<file path="config.mk">
export PLATFORM = sky130hd
export DESIGN_NAME = sd_cmd_line_engine_top
export DESIGN_NICKNAME = d
export VERILOG_FILES = /design/src/sdcl_pkg.sv /design/src/sdcl_core.sv /design/src/sd_cmd_line_engine_top.sv
export SDC_FILE = /design/constraint.sdc
export NUM_CORES = 1
export LEC_CHECK = 0
export BUFFER_PORTS_ARGS = -buffer_cell sky130_fd_sc_hd__buf_2
export CORE_ASPECT_RATIO = 1.75
export CORE_MARGIN = 3
export CORE_UTILIZATION = 52
export CTS_CLUSTER_SIZE = 30
export DETAILED_ROUTE_END_ITERATION = 10
export PLACE_DENSITY = 0.76
export SETUP_SLACK_MARGIN = 0.15
export SYNTH_ARGS = -nofsm -noshare
export SYNTH_HDL_FRONTEND = slang
export SYNTH_SLANG_ARGS = --single-unit
export TNS_END_PERCENT = 30
</file>
<file path="constraint.sdc">
create_clock -name clk -period 2.5 [get_ports clk]
set_input_delay 0.125 -clock clk [delete_from_list [all_inputs] [get_ports clk]]
set_output_delay 0.125 -clock clk [all_outputs]
set_load 0.005 [all_outputs]
</file>
<file path="src/sdcl_pkg.sv">
// Shared types, codes and CRC7 helper for the SD CMD line engine.
package sdcl_pkg;

  localparam int FRAME_W   = 40;
  localparam int TX_W      = 48;
  localparam int CMD_BITS  = 40;
  localparam int SHORT_LEN = 6;
  localparam int LONG_LEN  = 17;

  localparam logic [6:0] CRC_POLY = 7'h09;

  // func codes
  localparam logic FUNC_START = 1'b0;
  localparam logic FUNC_TICK  = 1'b1;

  // response kinds
  localparam logic [2:0] KIND_NONE = 3'd0;
  localparam logic [2:0] KIND_R1   = 3'd1;
  localparam logic [2:0] KIND_R2   = 3'd2;
  localparam logic [2:0] KIND_R3   = 3'd3;
  localparam logic [2:0] KIND_R6   = 3'd4;

  // completion status codes
  localparam logic [1:0] ST_OK      = 2'd0;
  localparam logic [1:0] ST_BUSY    = 2'd1;
  localparam logic [1:0] ST_TIMEOUT = 2'd2;
  localparam logic [1:0] ST_CRC_ERR = 2'd3;

  typedef enum logic [2:0] {
    PH_IDLE = 3'd0,
    PH_TX   = 3'd1,
    PH_TURN = 3'd2,
    PH_WAIT = 3'd3,
    PH_RX   = 3'd4
  } phase_t;

  typedef struct packed {
    logic                func;
    logic [FRAME_W-1:0]  cmd_frame;
    logic [2:0]          response_kind;
    logic                cmd_sample;
  } in_t;

  typedef struct packed {
    logic       cmd_drive;
    logic       cmd_output_enable;
    logic [7:0] response_byte;
    logic       byte_valid;
    logic [4:0] byte_index;
    logic       done_res;
    logic [1:0] status;
  } out_t;

  // one CRC7 step, x^7 + x^3 + 1, MSB first
  function automatic logic [6:0] crc7_bit(input logic [6:0] c, input logic b);
    logic [6:0] n;
    n = {c[5:0], 1'b0};
    if (c[6] ^ b) begin
      n = n ^ CRC_POLY;
    end
    return n;
  endfunction

endpackage

</file>
<file path="src/sdcl_core.sv">
// CMD line sequencer: command shift-out with CRC7, turnaround, response capture.
module sdcl_core #(
  parameter int START_TIMEOUT    = 101,
  parameter int TURNAROUND_TICKS = 2
) (
  input  logic          clk,
  input  logic          rst_n,
  input  logic          step_en,
  input  sdcl_pkg::in_t in_data,
  output sdcl_pkg::out_t res
);

  sdcl_pkg::phase_t phase_r, phase_nxt;
  logic [sdcl_pkg::TX_W-1:0] tx_shift_r, tx_shift_nxt;
  logic [5:0] bit_count_r, bit_count_nxt;
  logic [6:0] crc_r, crc_nxt;
  logic [7:0] rx_byte_r, rx_byte_nxt;
  logic [4:0] rx_index_r, rx_index_nxt;
  logic [6:0] wait_count_r, wait_count_nxt;
  logic [2:0] kind_r, kind_nxt;
  logic       busy_r, busy_nxt;

  // shared terms
  logic       tx_bit;
  logic [5:0] cnt_inc;
  logic [7:0] rx_shift;
  logic [4:0] last_index;
  logic       rx_last;
  logic       byte_done;
  logic       timeout_hit;
  logic       crc_checked;

  always_comb begin
    tx_bit      = tx_shift_r[sdcl_pkg::TX_W-1];
    cnt_inc     = bit_count_r + 6'd1;
    rx_shift    = {rx_byte_r[6:0], in_data.cmd_sample};
    last_index  = (kind_r == sdcl_pkg::KIND_R2) ? 5'(sdcl_pkg::LONG_LEN - 1)
                                                : 5'(sdcl_pkg::SHORT_LEN - 1);
    rx_last     = rx_index_r >= last_index;
    byte_done   = cnt_inc >= 6'd8;
    timeout_hit = wait_count_r >= 7'(START_TIMEOUT);
    crc_checked = (kind_r == sdcl_pkg::KIND_R1) || (kind_r == sdcl_pkg::KIND_R6);
  end

  // next state
  always_comb begin
    phase_nxt      = phase_r;
    tx_shift_nxt   = tx_shift_r;
    bit_count_nxt  = bit_count_r;
    crc_nxt        = crc_r;
    rx_byte_nxt    = rx_byte_r;
    rx_index_nxt   = rx_index_r;
    wait_count_nxt = wait_count_r;
    kind_nxt       = kind_r;
    busy_nxt       = busy_r;
    if (in_data.func == sdcl_pkg::FUNC_START) begin
      // a start abandons whatever is in flight
      phase_nxt      = sdcl_pkg::PH_TX;
      tx_shift_nxt   = {in_data.cmd_frame, 8'h00};
      bit_count_nxt  = '0;
      crc_nxt        = '0;
      rx_byte_nxt    = '0;
      rx_index_nxt   = '0;
      wait_count_nxt = '0;
      kind_nxt       = in_data.response_kind;
      busy_nxt       = 1'b0;
    end else begin
      unique case (phase_r)
        sdcl_pkg::PH_IDLE: begin
        end
        sdcl_pkg::PH_TX: begin
          if (bit_count_r < 6'(sdcl_pkg::CMD_BITS)) begin
            crc_nxt = sdcl_pkg::crc7_bit(crc_r, tx_bit);
          end
          tx_shift_nxt  = {tx_shift_r[sdcl_pkg::TX_W-2:0], 1'b0};
          bit_count_nxt = cnt_inc;
          // append CRC and stop bit behind the command bits
          if (cnt_inc == 6'(sdcl_pkg::CMD_BITS)) begin
            tx_shift_nxt[sdcl_pkg::TX_W-1 -: 8] = {crc_nxt, 1'b1};
          end
          if (cnt_inc >= 6'(sdcl_pkg::TX_W)) begin
            bit_count_nxt  = '0;
            wait_count_nxt = '0;
            if (kind_r == sdcl_pkg::KIND_NONE) begin
              phase_nxt = sdcl_pkg::PH_IDLE;
            end else if (TURNAROUND_TICKS == 0) begin
              phase_nxt = sdcl_pkg::PH_WAIT;
            end else begin
              phase_nxt = sdcl_pkg::PH_TURN;
            end
          end
        end
        sdcl_pkg::PH_TURN: begin
          bit_count_nxt = cnt_inc;
          if (cnt_inc >= 6'(TURNAROUND_TICKS)) begin
            phase_nxt      = sdcl_pkg::PH_WAIT;
            bit_count_nxt  = '0;
            wait_count_nxt = '0;
          end
        end
        sdcl_pkg::PH_WAIT: begin
          if (!in_data.cmd_sample) begin
            // start bit counts as bit 0 of byte 0; CRC of a zero bit stays zero
            phase_nxt     = sdcl_pkg::PH_RX;
            rx_byte_nxt   = '0;
            bit_count_nxt = 6'd1;
            rx_index_nxt  = '0;
            crc_nxt       = '0;
          end else if (timeout_hit) begin
            phase_nxt = sdcl_pkg::PH_IDLE;
          end else begin
            wait_count_nxt = wait_count_r + 7'd1;
          end
        end
        sdcl_pkg::PH_RX: begin
          rx_byte_nxt = rx_shift;
          if (!rx_last) begin
            crc_nxt = sdcl_pkg::crc7_bit(crc_r, in_data.cmd_sample);
          end
          bit_count_nxt = cnt_inc;
          if (byte_done) begin
            bit_count_nxt = '0;
            if ((kind_r == sdcl_pkg::KIND_R3) && (rx_index_r == 5'd1) && !rx_shift[7]) begin
              busy_nxt = 1'b1;
            end
            if (rx_last) begin
              phase_nxt = sdcl_pkg::PH_IDLE;
            end else begin
              rx_index_nxt = rx_index_r + 5'd1;
              rx_byte_nxt  = '0;
            end
          end
        end
        default: begin
          phase_nxt = sdcl_pkg::PH_IDLE;
        end
      endcase
    end
  end

  // per-tick result
  always_comb begin
    res = '0;
    res.cmd_drive = 1'b1;
    unique case (phase_r)
      sdcl_pkg::PH_IDLE, sdcl_pkg::PH_TURN: begin
      end
      sdcl_pkg::PH_TX: begin
        res.cmd_drive         = tx_bit;
        res.cmd_output_enable = 1'b1;
        res.done_res          = (cnt_inc >= 6'(sdcl_pkg::TX_W)) &&
                                (kind_r == sdcl_pkg::KIND_NONE);
      end
      sdcl_pkg::PH_WAIT: begin
        if (in_data.cmd_sample && timeout_hit) begin
          res.done_res = 1'b1;
          res.status   = sdcl_pkg::ST_TIMEOUT;
        end
      end
      sdcl_pkg::PH_RX: begin
        if (byte_done) begin
          res.response_byte = rx_shift;
          res.byte_valid    = 1'b1;
          res.byte_index    = rx_index_r;
          if (rx_last) begin
            res.done_res = 1'b1;
            if (crc_checked && (rx_shift != {crc_r, 1'b1})) begin
              res.status = sdcl_pkg::ST_CRC_ERR;
            end else if (busy_r) begin
              res.status = sdcl_pkg::ST_BUSY;
            end else begin
              res.status = sdcl_pkg::ST_OK;
            end
          end
        end
      end
      default: begin
      end
    endcase
  end

  always_ff @(posedge clk) begin
    if (!rst_n) begin
      phase_r      <= sdcl_pkg::PH_IDLE;
      tx_shift_r   <= '0;
      bit_count_r  <= '0;
      crc_r        <= '0;
      rx_byte_r    <= '0;
      rx_index_r   <= '0;
      wait_count_r <= '0;
      kind_r       <= '0;
      busy_r       <= 1'b0;
    end else if (step_en) begin
      phase_r      <= phase_nxt;
      tx_shift_r   <= tx_shift_nxt;
      bit_count_r  <= bit_count_nxt;
      crc_r        <= crc_nxt;
      rx_byte_r    <= rx_byte_nxt;
      rx_index_r   <= rx_index_nxt;
      wait_count_r <= wait_count_nxt;
      kind_r       <= kind_nxt;
      busy_r       <= busy_nxt;
    end
  end

endmodule

</file>
<file path="src/sd_cmd_line_engine_top.sv">
// Top level of the SD CMD line engine: handshakes, result register, checks.
// One transaction on the input channel is either a start (load a 40-bit
// command and response kind, no result) or one SD clock tick (exactly one
// result). For each transaction the sequencer state and the
// result register both update at the accepting edge, so a new transaction is
// taken every cycle as long as the result register is empty or being drained
// in the same cycle. A tick shifts out one command bit (MSB first, then CRC7
// and the stop bit), counts turnaround, samples for the start bit (timeout
// after START_TIMEOUT+1 high samples) or shifts in one response bit; a byte
// shows up with byte_valid on the tick that completes it, and done_res with
// status marks the tick on which the engine returns to idle.
module sd_cmd_line_engine_top #(
  parameter int START_TIMEOUT    = 101,
  parameter int TURNAROUND_TICKS = 2
) (
  input  logic           clk,
  input  logic           rst_n,
  input  logic           in_valid,
  output logic           in_ready,
  input  sdcl_pkg::in_t  in_data,
  output logic           out_valid,
  input  logic           out_ready,
  output sdcl_pkg::out_t out_data
);

  logic           in_fire;
  logic           tick_fire;
  sdcl_pkg::out_t step_res;
  sdcl_pkg::out_t out_r, out_nxt;
  logic           out_valid_r, out_valid_nxt;

  // result register frees up when empty or drained this cycle
  assign in_ready  = !out_valid_r || out_ready;
  assign in_fire   = in_valid && in_ready;
  assign tick_fire = in_fire && (in_data.func == sdcl_pkg::FUNC_TICK);

  sdcl_core #(
    .START_TIMEOUT    (START_TIMEOUT),
    .TURNAROUND_TICKS (TURNAROUND_TICKS)
  ) u_core (
    .clk     (clk),
    .rst_n   (rst_n),
    .step_en (in_fire),
    .in_data (in_data),
    .res     (step_res)
  );

  always_comb begin
    out_nxt       = out_r;
    out_valid_nxt = out_valid_r && !out_ready;
    if (tick_fire) begin
      out_nxt       = step_res;
      out_valid_nxt = 1'b1;
    end
  end

  always_ff @(posedge clk) begin
    if (!rst_n) begin
      out_valid_r <= 1'b0;
    end else begin
      out_valid_r <= out_valid_nxt;
    end
  end

  always_ff @(posedge clk) begin
    out_r <= out_nxt;
  end

  assign out_valid = out_valid_r;
  assign out_data  = out_r;

`ifndef SYNTHESIS
  // every accepted tick leaves a result behind
  a_tick_gives_result: assert property (@(posedge clk) disable iff (!rst_n)
    tick_fire |=> out_valid)
    else $error("tick transaction produced no result");

  // a received byte never coincides with the host driving the line
  a_rx_not_driving: assert property (@(posedge clk) disable iff (!rst_n)
    (out_valid && out_data.byte_valid) |-> !out_data.cmd_output_enable)
    else $error("response byte while host drives CMD");

  // non-ok status only on completion
  a_status_with_done: assert property (@(posedge clk) disable iff (!rst_n)
    (out_valid && (out_data.status != sdcl_pkg::ST_OK)) |-> out_data.done_res)
    else $error("status without done_res");

  // byte index stays inside the longest response
  a_index_range: assert property (@(posedge clk) disable iff (!rst_n)
    (out_valid && out_data.byte_valid) |->
      (out_data.byte_index <= 5'(sdcl_pkg::LONG_LEN - 1)))
    else $error("byte index out of range");
`endif

endmodule

</file>
### Word level (Yosys, flattened, before mapping)

Cells that the tools add are included.

| cells by class | value |
|---|---|
| bitwise operators | 4 |
| multiplexer cells | 55 |
| equal/unequal tests | 29 |
| add/subtract/negate cells | 3 |
| $lt $le $gt $ge | 6 |
| reduce and logical (&&, ||, !) cells | 25 |

Operators with widths:

| kind | number |
|---|---|
| $mux W48 | 2 |
| $mux W7 | 13 |
| $pmux W7 S3 | 2 |
| $mux W6 | 5 |
| $mux W3 | 9 |
| $mux W5 | 5 |
| $pmux W6 S4 | 1 |
| $pmux W3 S5 | 1 |
| $pmux W7 S2 | 1 |
| $eq A3 B2 Y1 const B | 4 |
| $ne A3 B2 Y1 const B | 4 |
| $ne A3 B3 Y1 const B | 4 |
| $pmux W5 S2 | 1 |
| $mux W9 | 1 |
| $logic_and A1 B1 Y1 | 8 |
| $mux W4 | 2 |
| $mux W8 | 1 |
| $ne A2 B1 Y1 const B | 4 |
| $ne A4 B1 Y1 const B | 2 |
| $ne A8 B8 Y1 | 1 |
| $reduce_and A4 Y1 | 2 |
| $add A7 B1 Y7 const B | 1 |
| $ge A7 B7 Y1 const B | 1 |
| $mux W1 | 7 |
| 29 further kinds | 40 |

| word-level totals | value |
|---|---|
| input bits | 49 |
| flip-flop bits (word level) | 107 |
| logic and storage cells | 139 |

### Longest topological paths before layout

Gate-level depths: netlist of the first run.

| depth | value |
|---|---|
| word-level depth | 7 |
| depth in mapped cells | 11 |
| depth with buffers taken out | 10 |

### Cells and area by module

Synthesis of the first run repeated with hierarchy kept, for this count alone.

| second synthesis, totals | value |
|---|---|
| cell total of the unflattened synthesis | 579 |
| area total of the unflattened synthesis | 5296.3 um^2 |

Modules (own cells, without submodules):

| module | instances | cells each | area an instance (um^2) | sequential area each (um^2) |
|---|---|---|---|---|
| sdcl_core | 1 | 554 | 4654.5 | 1581.5 |
| sd_cmd_line_engine_top | 1 | 25 | 641.9 | 590.6 |

### Worst setup path after synthesis of the first run

No wires, ideal clock.

| timing path | value |
|---|---|
| path type | reg2reg |
| from | register u_core.kind_r[2] |
| to | register u_core.crc_r[3] |
| cell stages (with the launch flop) | 10 |
| slack | -0.118 ns |
| arrival time | 2.517 ns |
| required time | 2.399 ns |
| period minus slack after synthesis | 2.618 ns |
| cell sequence | dfxtp_1 > nand2b_1 > or2_2 > ha_1 > or3b_1 > a311o_1 > o211ai_1 > nand2_1 > buf_2 > o41ai_1 |

| between the ends | value |
|---|---|
| cells in the longest elaborated chain, start to end | 5 |

Ends and longest elaborated chain:

| element | RTL line | text |
|---|---|---|
| start, declared | sdcl_core.sv:20 | `logic [2:0] kind_r, kind_nxt;` |
| start signal, assigned | sdcl_core.sv:201 | `kind_r <= kind_nxt;` |
| $eq A3 B2 Y1 | sdcl_core.sv:37 | `last_index = (kind_r == sdcl_pkg::KIND_R2) ? 5'(sdcl_pkg::LONG_LEN - 1)` |
| $mux W5 | sdcl_core.sv:37 |  |
| $ge A5 B5 Y1 | sdcl_core.sv:39 | `rx_last = rx_index_r >= last_index;` |
| $ne A3 B3 Y1 (no source line) | - |  |
| $reduce_and A4 Y1 (no source line) | - |  |
| end signal, assigned | sdcl_core.sv:197 | `crc_r <= crc_nxt;` |
| end, declared | sdcl_core.sv:16 | `logic [6:0] crc_r, crc_nxt;` |

No other way between the ends.
A chain may end at the register's enable or synchronous reset.

### Worst setup path after layout of the first run

| timing path | value |
|---|---|
| from | register u_core.kind_r[2] |
| to | register u_core.crc_r[2] |

Same word-level chain as after synthesis.

==> results.yml, run 1 <==
logic_synthesis:
  ys_ff_latch: 99
  async_reset_ff_frac: 0
  ys_types: 68
  syn_area_per_cell_um2: 9.03
  synth_edf_count: 19
  ys_seq_area_frac: 0.413
  yosys_warnings: 0
  synthCells: 582
  synth_flop_cell: "dfxtp_1"
  synth.cell_area_um2: 5260
  syn_nets: 640
floorplanning:
  die_area_um2: 11400
  die_h_um: 139
  die_x_um: 82
  initial_utilization: 0.534
  rows: 48
  io_pins: 70
  core_um2: 9850
route:
  vias: 4627
  dr.pass1.iters: 5
  drc: 0
  drt_iter0_drc: 356
  vias_per_cell: 5.95
  routed_wl_um: 12600
  routedWlPerCell_um: 16.3
  ant_nets: 0
clock_tree:
  numCtsBuffers: 9
  cts_htree_levels: 3
  cts_tree: "done"
  ctsRootBufferMaster: "clkbuf_16"
  clk_latency_ps: 350
  cts_sinks: 99
  ctsHoldBuffers: 0
  path_clk_slew_ps: 70
  cts_buffer_depth: 2
pwr:
  pwr_density_cell_nw_per_um2: 551
  p_leak_uw: 0.00242
  ir_drop_uv: 420
cells_and_area:
  final_nets: 705
  multiInputGateArea_um2: 2970
  seq_area_um2: 2180
  fillers: 831
  fin_util: 0.632
  drive_above_1_share: 0.244
  areaGrowthSynthToFinish_pct: 18.5
  diodes: 0
timing:
  slew_headroom: 0.538
  setup_viol: 1
  drv_slew: 0
  finalCritPeriodShare: 1.00
  fin_ws_ps: -3.10
  max_freq_ghz: 0.400
  worst_slew_pin_slew_ps: 693
  rsz0062_at_grt: "yes"
  finalCriticalPeriod_ps: 2500
  fin_skew_ps: 5.79
  hold_viol: 0
outcome:
  violations: "setup timing"
  status: "finished, violations left"
grt:
  grt.total_usage: 0.232
  grt_first_pass_wirelength_um: 21200
  grt_max_degree: 35
  grt_overflow: 0
  antenna_found_initial: 0
  grt_pass1_vias: 4618
place:
  post-place-ws_ps: -35.1
  gp_congestion: 0.910
  post-dp-hpwl_um: 9140
  port_buffers: 69
worst_setup_path:
  required_ps: 2790
  start_kind: "flip-flop"
  crit_type: "reg2reg"
  cp.arrival_ps: 2790
  crit_path_end_kind: "flip-flop"
  crit_fanout: 6
worst_hold_path:
  hold_class: "in2reg"
job:
  maxCapViolations: 0
-- what timing repair did --
action / CTS / global route
pin swaps: 1 / 4
gates resized for setup: 4 / 24
endpoints found under the setup margin: 23 / 63
setup buffers: 2 / 2
-- cells in the mapped netlist, types with 2 or more instances --
cell type / number / area share
a211o_1: 6 / 0.010
a211oi_1: 32 / 0.046
a21boi_0: 6 / 0.0086
a21oi_1: 32 / 0.030
a22oi_1: 10 / 0.014
a311oi_1: 2 / 0.0033
a31o_2: 2 / 0.0033
a31oi_1: 3 / 0.0036
and2_1: 15 / 0.018
and3_1: 2 / 0.0024
buf_1: 4 / 0.0029
buf_2: 5 / 0.0048
buf_6: 2 / 0.0043
clkbuf_1: 34 / 0.024
dfxtp_1: 80 / 0.30
edfxtp_1: 19 / 0.11
ha_1: 9 / 0.021
inv_1: 11 / 0.0079
mux2i_1: 41 / 0.078
nand2_1: 40 / 0.029
nand2b_1: 6 / 0.0071
nand3_1: 13 / 0.012
nand3_2: 2 / 0.0038
nand4_1: 10 / 0.012
nor2_1: 61 / 0.044
nor2b_1: 3 / 0.0036
nor3_1: 8 / 0.0076
nor3b_1: 4 / 0.0057
nor4_1: 5 / 0.0060
nor4bb_1: 2 / 0.0038
o211ai_1: 13 / 0.019
o21ai_0: 27 / 0.026
o21ai_1: 2 / 0.0019
o221a_1: 2 / 0.0043
o221ai_1: 4 / 0.0067
o22ai_1: 2 / 0.0024
o311ai_0: 3 / 0.0050
or2_2: 5 / 0.0060
or3_1: 3 / 0.0036
or3b_1: 2 / 0.0033
or4_1: 4 / 0.0057
xnor2_1: 12 / 0.020
xor2_1: 9 / 0.015
-- report_power, final --
group | switching (uW) | total (uW) | internal, uW
clock | 631 | 1310 | 682
sequential | 38.1 | 1730 | 1690
combinational | 222 | 391 | 169
-- critical path: stages (launching register included) --
cell and delay, ps:
dfxtp_2 320, nand2b_4 130, or2_4 250, ha_4 200, or3b_1 350, a311o_1 310, o211ai_1 200, nand2_2 120
buf_6 150, a211o_1 270, a21oi_2 140
-- final timing paths --
check | start | end | slack, ps | cells past startpoint
setup / recovery | u_core.kind_r[2] | u_core.crc_r[2] | -3 | 10
hold / removal | in_data[4] | u_core.tx_shift_r[8] | 10 | 3
setup reg to reg | u_core.kind_r[2] | u_core.crc_r[2] | -3 | 10
hold reg to reg | u_core.tx_shift_r[41] | u_core.tx_shift_r[41] | 460 | 2
-- logic make-up (layout without fill, tap and decap cells) --
kind of cell             after synthesis  after routing  share of synthesized area
XOR/XNOR                              21             21                     0.0350
flip-flops                            99             99                      0.413
multiplexers                          41             41                     0.0781
AND/OR/NAND/NOR                      194            194                      0.190
adder cells (fa/ha/maj)                9              9                     0.0214
buffers and inverters                 58            128                     0.0467
AO/OA/AOI/OAI                        160            160                      0.215
-- flip-flops by register name, indices dropped and copies added, names as in the netlist --
register	cells
u_core.bit_count_r	6
out_valid	1
u_core.busy_r	1
u_core.rx_index_r	5
out_data	19
u_core.rx_byte_r	7
u_core.crc_r	7
u_core.tx_shift_r	40
u_core.phase_r	3
u_core.wait_count_r	7
u_core.kind_r	3
-- routing by layer --
| layer | global-route usage | share of wire | vias to the layer above | wire length, um |
|---|---|---|---|---|
| met5 | 0 | 0 | - | 0 |
| met4 | 0.0902 | 0.026 | 0 | 327 |
| met3 | 0.0481 | 0.053 | 30 | 666 |
| met2 | 0.412 | 0.53 | 147 | 6700 |
| met1 | 0.261 | 0.39 | 2179 | 4940 |
| li1 | - | - | 2271 | - |
-- metrics by stage --
stage | hold slack [ps] | setup TNS [ps] | power, uW | cell area [um^2] | instances
6_report | 13.9 | -3.10 | 3440 | 6230 | 777
5_1_grt | 12.7 | -1050 | 3570 | 6230 | 777
4_1_cts | 11.7 | 0 | 3440 | 6110 | 775
3_5_place_dp | 379 | -39.7 | 2140 | 5810 | 757
3_3_place_gp | 372 | 0 | 2120 | 5810 | 757
2_1_floorplan | 254 | 0 | 2010 | 5290 | 582
-- layout make-up --
class,instances,area share
clock buffers,9,0.0362
clock inverters,7,0.00844
inverters,12,0.00763
multi-input cells,425,0.477
flip-flops and latches,99,0.350
well taps,125,0.0251
repair buffers,100,0.0960
-- cell usage in the layout (no fill, tap or decap), drive strengths merged, types with 10 or more instances in the layout --
master / instances
a211oi: 32
a21oi: 32
a22oi: 10
and2: 15
buf: 100
dfxtp: 80
edfxtp: 19
inv: 14
mux2i: 41
nand2: 40
nand3: 16
nand4: 10
nor2: 61
o211ai: 13
o21ai: 30
xnor2: 12
No activity file was read; power rests on OpenSTA's default activity.
==> run 2: changes to the inputs <==
- GPL_TIMING_DRIVEN: default -> 0
- PLACE_DENSITY: 0.76 -> 0.78
==> run 2 against run 1 <==
The flow now finishes without violations. Wire length up 10%. First-iteration DRC count shrank 9.0%. Register-to-register slack gained 40 ps. Clock power up 8%. Critical path type unchanged. Critical endpoint is now out_data[0].
==> results.yml, run 2 (same netlist as run 1, synthesis figures left out) <==
place:
  gp_congestion: 0.930
  port_buffers: 68
  placed_cell_area_um2: 5790
  post-place-ws_ps: -196
  post-dp-hpwl_um: 10100
cells_and_area:
  final_area_um2: 6370
  reg_top3: "u_core.tx_shift_r (40), out_data (19)"
  final_common_cell: "dfxtp_1"
  fin_util: 0.646
  mostFrequentLayoutCells: "dfxtp_1 (76), buf_2 (73), nor2_1 (61)"
  seq_area_um2: 2180
  final_nets: 728
  multiInputGateArea_um2: 3060
  drive_above_1_share: 0.237
  diodes: 0
  largest_register: "u_core.tx_shift_r"
  areaGrowthSynthToFinish_pct: 21.1
  largest_register_ffs: 40
  fillers: 805
floorplanning:
  rows: 48
  core_um2: 9850
  die_h_um: 139
  die_x_um: 82
  die_area_um2: 11400
  initial_utilization: 0.534
  io_pins: 70
route:
  drc: 0
  routedWlPerCell_um: 17.4
  routed_wl_um: 13900
  ant_nets: 0
  drt_iter0_drc: 324
  dr.pass1.iters: 5
  vias_per_cell: 6.11
  vias: 4884
clock_tree:
  numCtsBuffers: 9
  cts_sinks: 99
  clk_latency_ps: 350
  cts_buffer_depth: 2
  ctsRootBufferMaster: "clkbuf_16"
  path_clk_slew_ps: 70
  cts_tree: "done"
  cts_htree_levels: 3
timing:
  finalCritPeriodShare: 0.986
  slew_headroom: 0.490
  max_freq_ghz: 0.406
  rsz0062_at_grt: "yes"
  fin_ws_ps: 35.3
  worst_slew_pin_slew_ps: 765
  hold_viol: 0
  finalCriticalPeriod_ps: 2460
  drv_slew: 0
  fin_skew_ps: 8.93
  setup_viol: 0
worst_setup_path:
  start_kind: "flip-flop"
  slowest_delay_ps: 340
  critical_path_buf_inv_count: 2
  cp.arrival_ps: 2560
  cp_common_cell: "buf_4"
  worstRegToRegCells: 10
  crit_chain: "nand2b_4 > or2_4 > ha_4 > or3b_1 > a311o_1 > buf_4 > buf_4 > nand2_4 > nor4_4 > a31o_2"
  crit_fanout: 3
  crit_slowest_cell: "or3b_1"
  crit_type: "reg2reg"
  crit_path_end_kind: "flip-flop"
  required_ps: 2590
  r2r_slack_ps: 40
  worstReg2RegStart: "u_core.kind_r[2]"
  path_delay_family: "simple AND/OR/NAND/NOR gates"
  r2r_end: "out_data[0]"
grt:
  grt.total_usage: 0.245
  grt_overflow: 0
  grt_first_pass_wirelength_um: 22100
  grt_max_degree: 20
  grt_pass1_vias: 4735
  antenna_found_initial: 0
outcome:
  status: "finished clean"
pwr:
  p_leak_uw: 0.00246
  pwr_density_cell_nw_per_um2: 557
  ir_drop_uv: 448
worst_hold_path:
  min_path_cells: 3
  hold_end: "u_core.tx_shift_r[8]"
  hp-start: "in_data[4]"
  hold_class: "in2reg"
job:
  maxCapViolations: 0
run 2: tightest hold or removal path: cells and delay by family:
kind                   cells  cell delay, ps
buffers and inverters      1             100
AND/OR/NAND/NOR            1              50
AO/OA/AOI/OAI              1              50
run 2: metrics by stage:
stage	hold WS (ps)	power, uW	setup TNS (ps)	instances
after floorplan	254	2010	0	582
after global routing	30.0	3680	-207	800
after detailed placement	384	2140	-4420	775
after CTS	16.7	3540	-105	799
after global placement	373	2130	-3520	775
final	23.9	3540	0	800
run 2: power breakdown:
group | internal, uW | total [uW] | switching, uW
clock | 786 | 1410 | 620
sequential | 1690 | 1730 | 39.2
combinational | 166 | 407 | 241
run 2: metal layers:
metal,share of wire,vias up,GRT usage
li1,-,2317,-
met1,0.37,2300,0.266
met2,0.52,219,0.426
met3,0.067,48,0.0507
met4,0.044,0,0.135
met5,0,-,0
run 2: timing repair:
item	CTS	global route
pin swaps	20	21
hold buffers	0	0
setup endpoints to repair	48	91
resized for setup	18	37
setup buffers	8	1
gates cloned	0	0
run 2: worst max-delay path by stage:
| stage | cells past startpoint | to | startpoint | slack, ps |
|---|---|---|---|---|
| 2_1_floorplan | 10 | u_core.crc_r[2] | u_core.kind_r[2] | 130 |
| 3_3_place_gp | 6 | out_data[12] | in_data[44] | -160 |
| 3_5_place_dp | 6 | out_data[11] | in_data[44] | -200 |
| 4_1_cts | 10 | u_core.crc_r[2] | u_core.kind_r[2] | -40 |
| 5_1_grt | 9 | u_core.crc_r[0] | u_core.kind_r[2] | -40 |
| 6_report | 10 | out_data[0] | u_core.kind_r[2] | 40 |
run 2: layout make-up:
class | count | share of cell area
tap | 125 | 0.0246
sequential | 99 | 0.343
timing repair buffer | 77 | 0.0641
buffer | 46 | 0.0334
inverter | 12 | 0.00806
clock buffer | 10 | 0.0360
multi-input combinational | 425 | 0.480
clock inverter | 6 | 0.0110
==> run 3: changes to the inputs <==
==> constraint.sdc (replaced) <==
create_clock -name clk -period 2.5 [get_ports clk]
set_input_delay 0.25 -clock clk [delete_from_list [all_inputs] [get_ports clk]]
set_output_delay 0.25 -clock clk [all_outputs]
set_load 0.005 [all_outputs]
==> run 3 against run 2 <==
Via count is 0.39% lower. Core utilization barely moved. Final area is essentially flat. Sequential power hardly changed. Fmax rose by 0.29%. Worst hold slack improved by 120 ps. Register-to-register slack hardly changed. Global-route usage hardly changed. Die area unchanged.
==> results.yml, run 3 (same netlist as run 1, synthesis figures left out) <==
worst_setup_path:
  start_kind: "flip-flop"
  r2r_end: "u_core.crc_r[2]"
  crit_start: "u_core.kind_r[2]"
  crit_type: "reg2reg"
  crit_path_end_kind: "flip-flop"
  worstReg2RegStart: "u_core.kind_r[2]"
  endpoint: "u_core.crc_r[2]"
  crit_slowest_cell: "or3b_1"
  worstRegToRegCells: 10
  required_ps: 2780
  path_delay_family: "compound AO/OA/AOI/OAI gates"
  crit_chain: "nand2b_4 > or2_4 > ha_4 > or3b_1 > a311o_1 > o211ai_1 > nand2_2 > buf_6 > a211o_1 > a21oi_1"
  path_depth: 10
  crit_fanout: 8
  r2r_slack_ps: 40
  critical_path_buf_inv_count: 1
  slowest_delay_ps: 340
  cp.arrival_ps: 2740
place:
  dp.cells: 775
  post-dp-hpwl_um: 10100
  gp_congestion: 0.930
  port_buffers: 68
timing:
  finalCriticalPeriod_ps: 2460
  whs_ps: 148
  finalCritPeriodShare: 0.983
  rsz0062_at_grt: "yes"
  drv_slew: 0
  tns_ps: 0
  worst_slew_pin_slew_ps: 750
  setup_viol: 0
  fin_skew_ps: 8.53
  max_freq_ghz: 0.407
  slew_headroom: 0.499
  hold_viol: 0
grt:
  gr-usage-met1: 0.267
  antenna_found_initial: 0
  grt_pass1_vias: 4736
  grt_max_degree: 20
  use_met3: 0.0507
  grt_overflow: 0
  grt.total_usage: 0.245
  grt_first_pass_wirelength_um: 22100
  met2_usage: 0.426
  busiest_layer: "met2"
floorplanning:
  rows: 48
  io_pins: 70
  die_h_um: 139
  die_area_um2: 11400
  core_um2: 9850
  die_x_um: 82
  initial_utilization: 0.534
pwr:
  combPwrFrac: 0.115
  switching_share: 0.254
  switchingPower_uw: 899
  clkPwrFrac: 0.397
  power_uw: 3540
  ir_drop_uv: 447
  p_int_uw: 2640
  p_leak_uw: 0.00246
  seqPwrFrac: 0.489
  pwr_density_cell_nw_per_um2: 556
route:
  ant_nets: 0
  routedWlPerCell_um: 17.3
  drc: 0
  vias: 4865
  drt_iter0_drc: 325
  routed_wl_um: 13900
  vias_per_cell: 6.08
  dr.pass1.iters: 5
job:
  maxCapViolations: 0
cells_and_area:
  areaGrowthSynthToFinish_pct: 21.2
  fin_util: 0.647
  final_nets: 728
  largest_register_ffs: 40
  layout.cells.non_filler: 800
  reg_top3: "u_core.tx_shift_r (40), out_data (19)"
  largest_register: "u_core.tx_shift_r"
  mostFrequentLayoutCells: "dfxtp_1 (76), buf_2 (73), nor2_1 (61)"
  fillers: 806
  diodes: 0
  drive_above_1_share: 0.239
  final_common_cell: "dfxtp_1"
clock_tree:
  ctsRootBufferMaster: "clkbuf_16"
  cts_sinks: 99
  cts_htree_levels: 3
  path_clk_slew_ps: 70
  ctsHoldBuffers: 0
  clk_latency_ps: 350
  numCtsBuffers: 9
  cts_tree: "done"
  cts_buffer_depth: 2
outcome:
  status: "finished clean"
worst_hold_path:
  hold_class: "in2reg"
[run 3: cell counts in the layout (fill, tap and decap cells not counted)]
Identical to the previous run, type by type.
[run 3: through the flow]
step / cell area (um^2) / worst slack [ps]
6_report: 6370 / 42.3
5_1_grt: 6370 / -41.5
4_1_cts: 6200 / -35.5
3_5_place_dp: 5790 / -321
3_3_place_gp: 5790 / -284
2_1_floorplan: 5290 / 131
[run 3: worst register-to-register path, delay by kind of cell (launching register included)]
| family | cells | cell delay, ps |
|---|---|---|
| and+or+nand+nor | 4 | 840 |
| DFF | 1 | 320 |
| buffers and inverters | 1 | 160 |
| AOI/OAI and AO/OA | 4 | 870 |
| adders and majority gates | 1 | 210 |
[run 3: power by group through the flow]
| stage | Clock (uW) | Combinational, uW | Sequential (uW) |
|---|---|---|---|
| after global placement | 0 | 368 | 1760 |
| after detailed placement | 0 | 377 | 1770 |
| final | 1410 | 406 | 1730 |
| after CTS | 1420 | 391 | 1730 |
| after floorplan | 0 | 253 | 1760 |
| after global routing | 1490 | 450 | 1740 |
[run 3: worst min path at each step]
stage | from | end | depth (start not counted)
final | in_data[4] | u_core.tx_shift_r[8] | 3
after floorplan | in_data[3] | u_core.kind_r[2] | 2
after CTS | in_data[1] | u_core.kind_r[0] | 3
after global placement | u_core.tx_shift_r[41] | u_core.tx_shift_r[41] | 2
after global routing | in_data[3] | u_core.kind_r[2] | 3
after detailed placement | u_core.tx_shift_r[41] | u_core.tx_shift_r[41] | 2
[run 3: routing by layer]
| layer | routed length, um | up-vias | share of wire |
|---|---|---|---|
| met5 | 0 | - | 0 |
| met4 | 571 | 0 | 0.041 |
| met3 | 815 | 41 | 0.059 |
| met2 | 7340 | 199 | 0.53 |
| met1 | 5140 | 2314 | 0.37 |
| li1 | - | 2311 | - |
[run 3: repair_timing]
item	CTS	global route
setup buffers	8	1
gates resized for setup	19	38
endpoints found under the hold margin	0	0
pin swaps	20	21
endpoints found under the setup margin	67	91
[run 3: cell type report]
class | count | area [um^2] | share of cell area
clock buffers | 10 | 229 | 0.0360
multi-input cells | 425 | 3060 | 0.480
well taps | 125 | 156 | 0.0246
clock inverters | 6 | 70.1 | 0.0110
flip-flops and latches | 99 | 2180 | 0.343
inverters | 12 | 51.3 | 0.00806
repair buffers | 77 | 408 | 0.0640
plain buffers | 46 | 214 | 0.0336
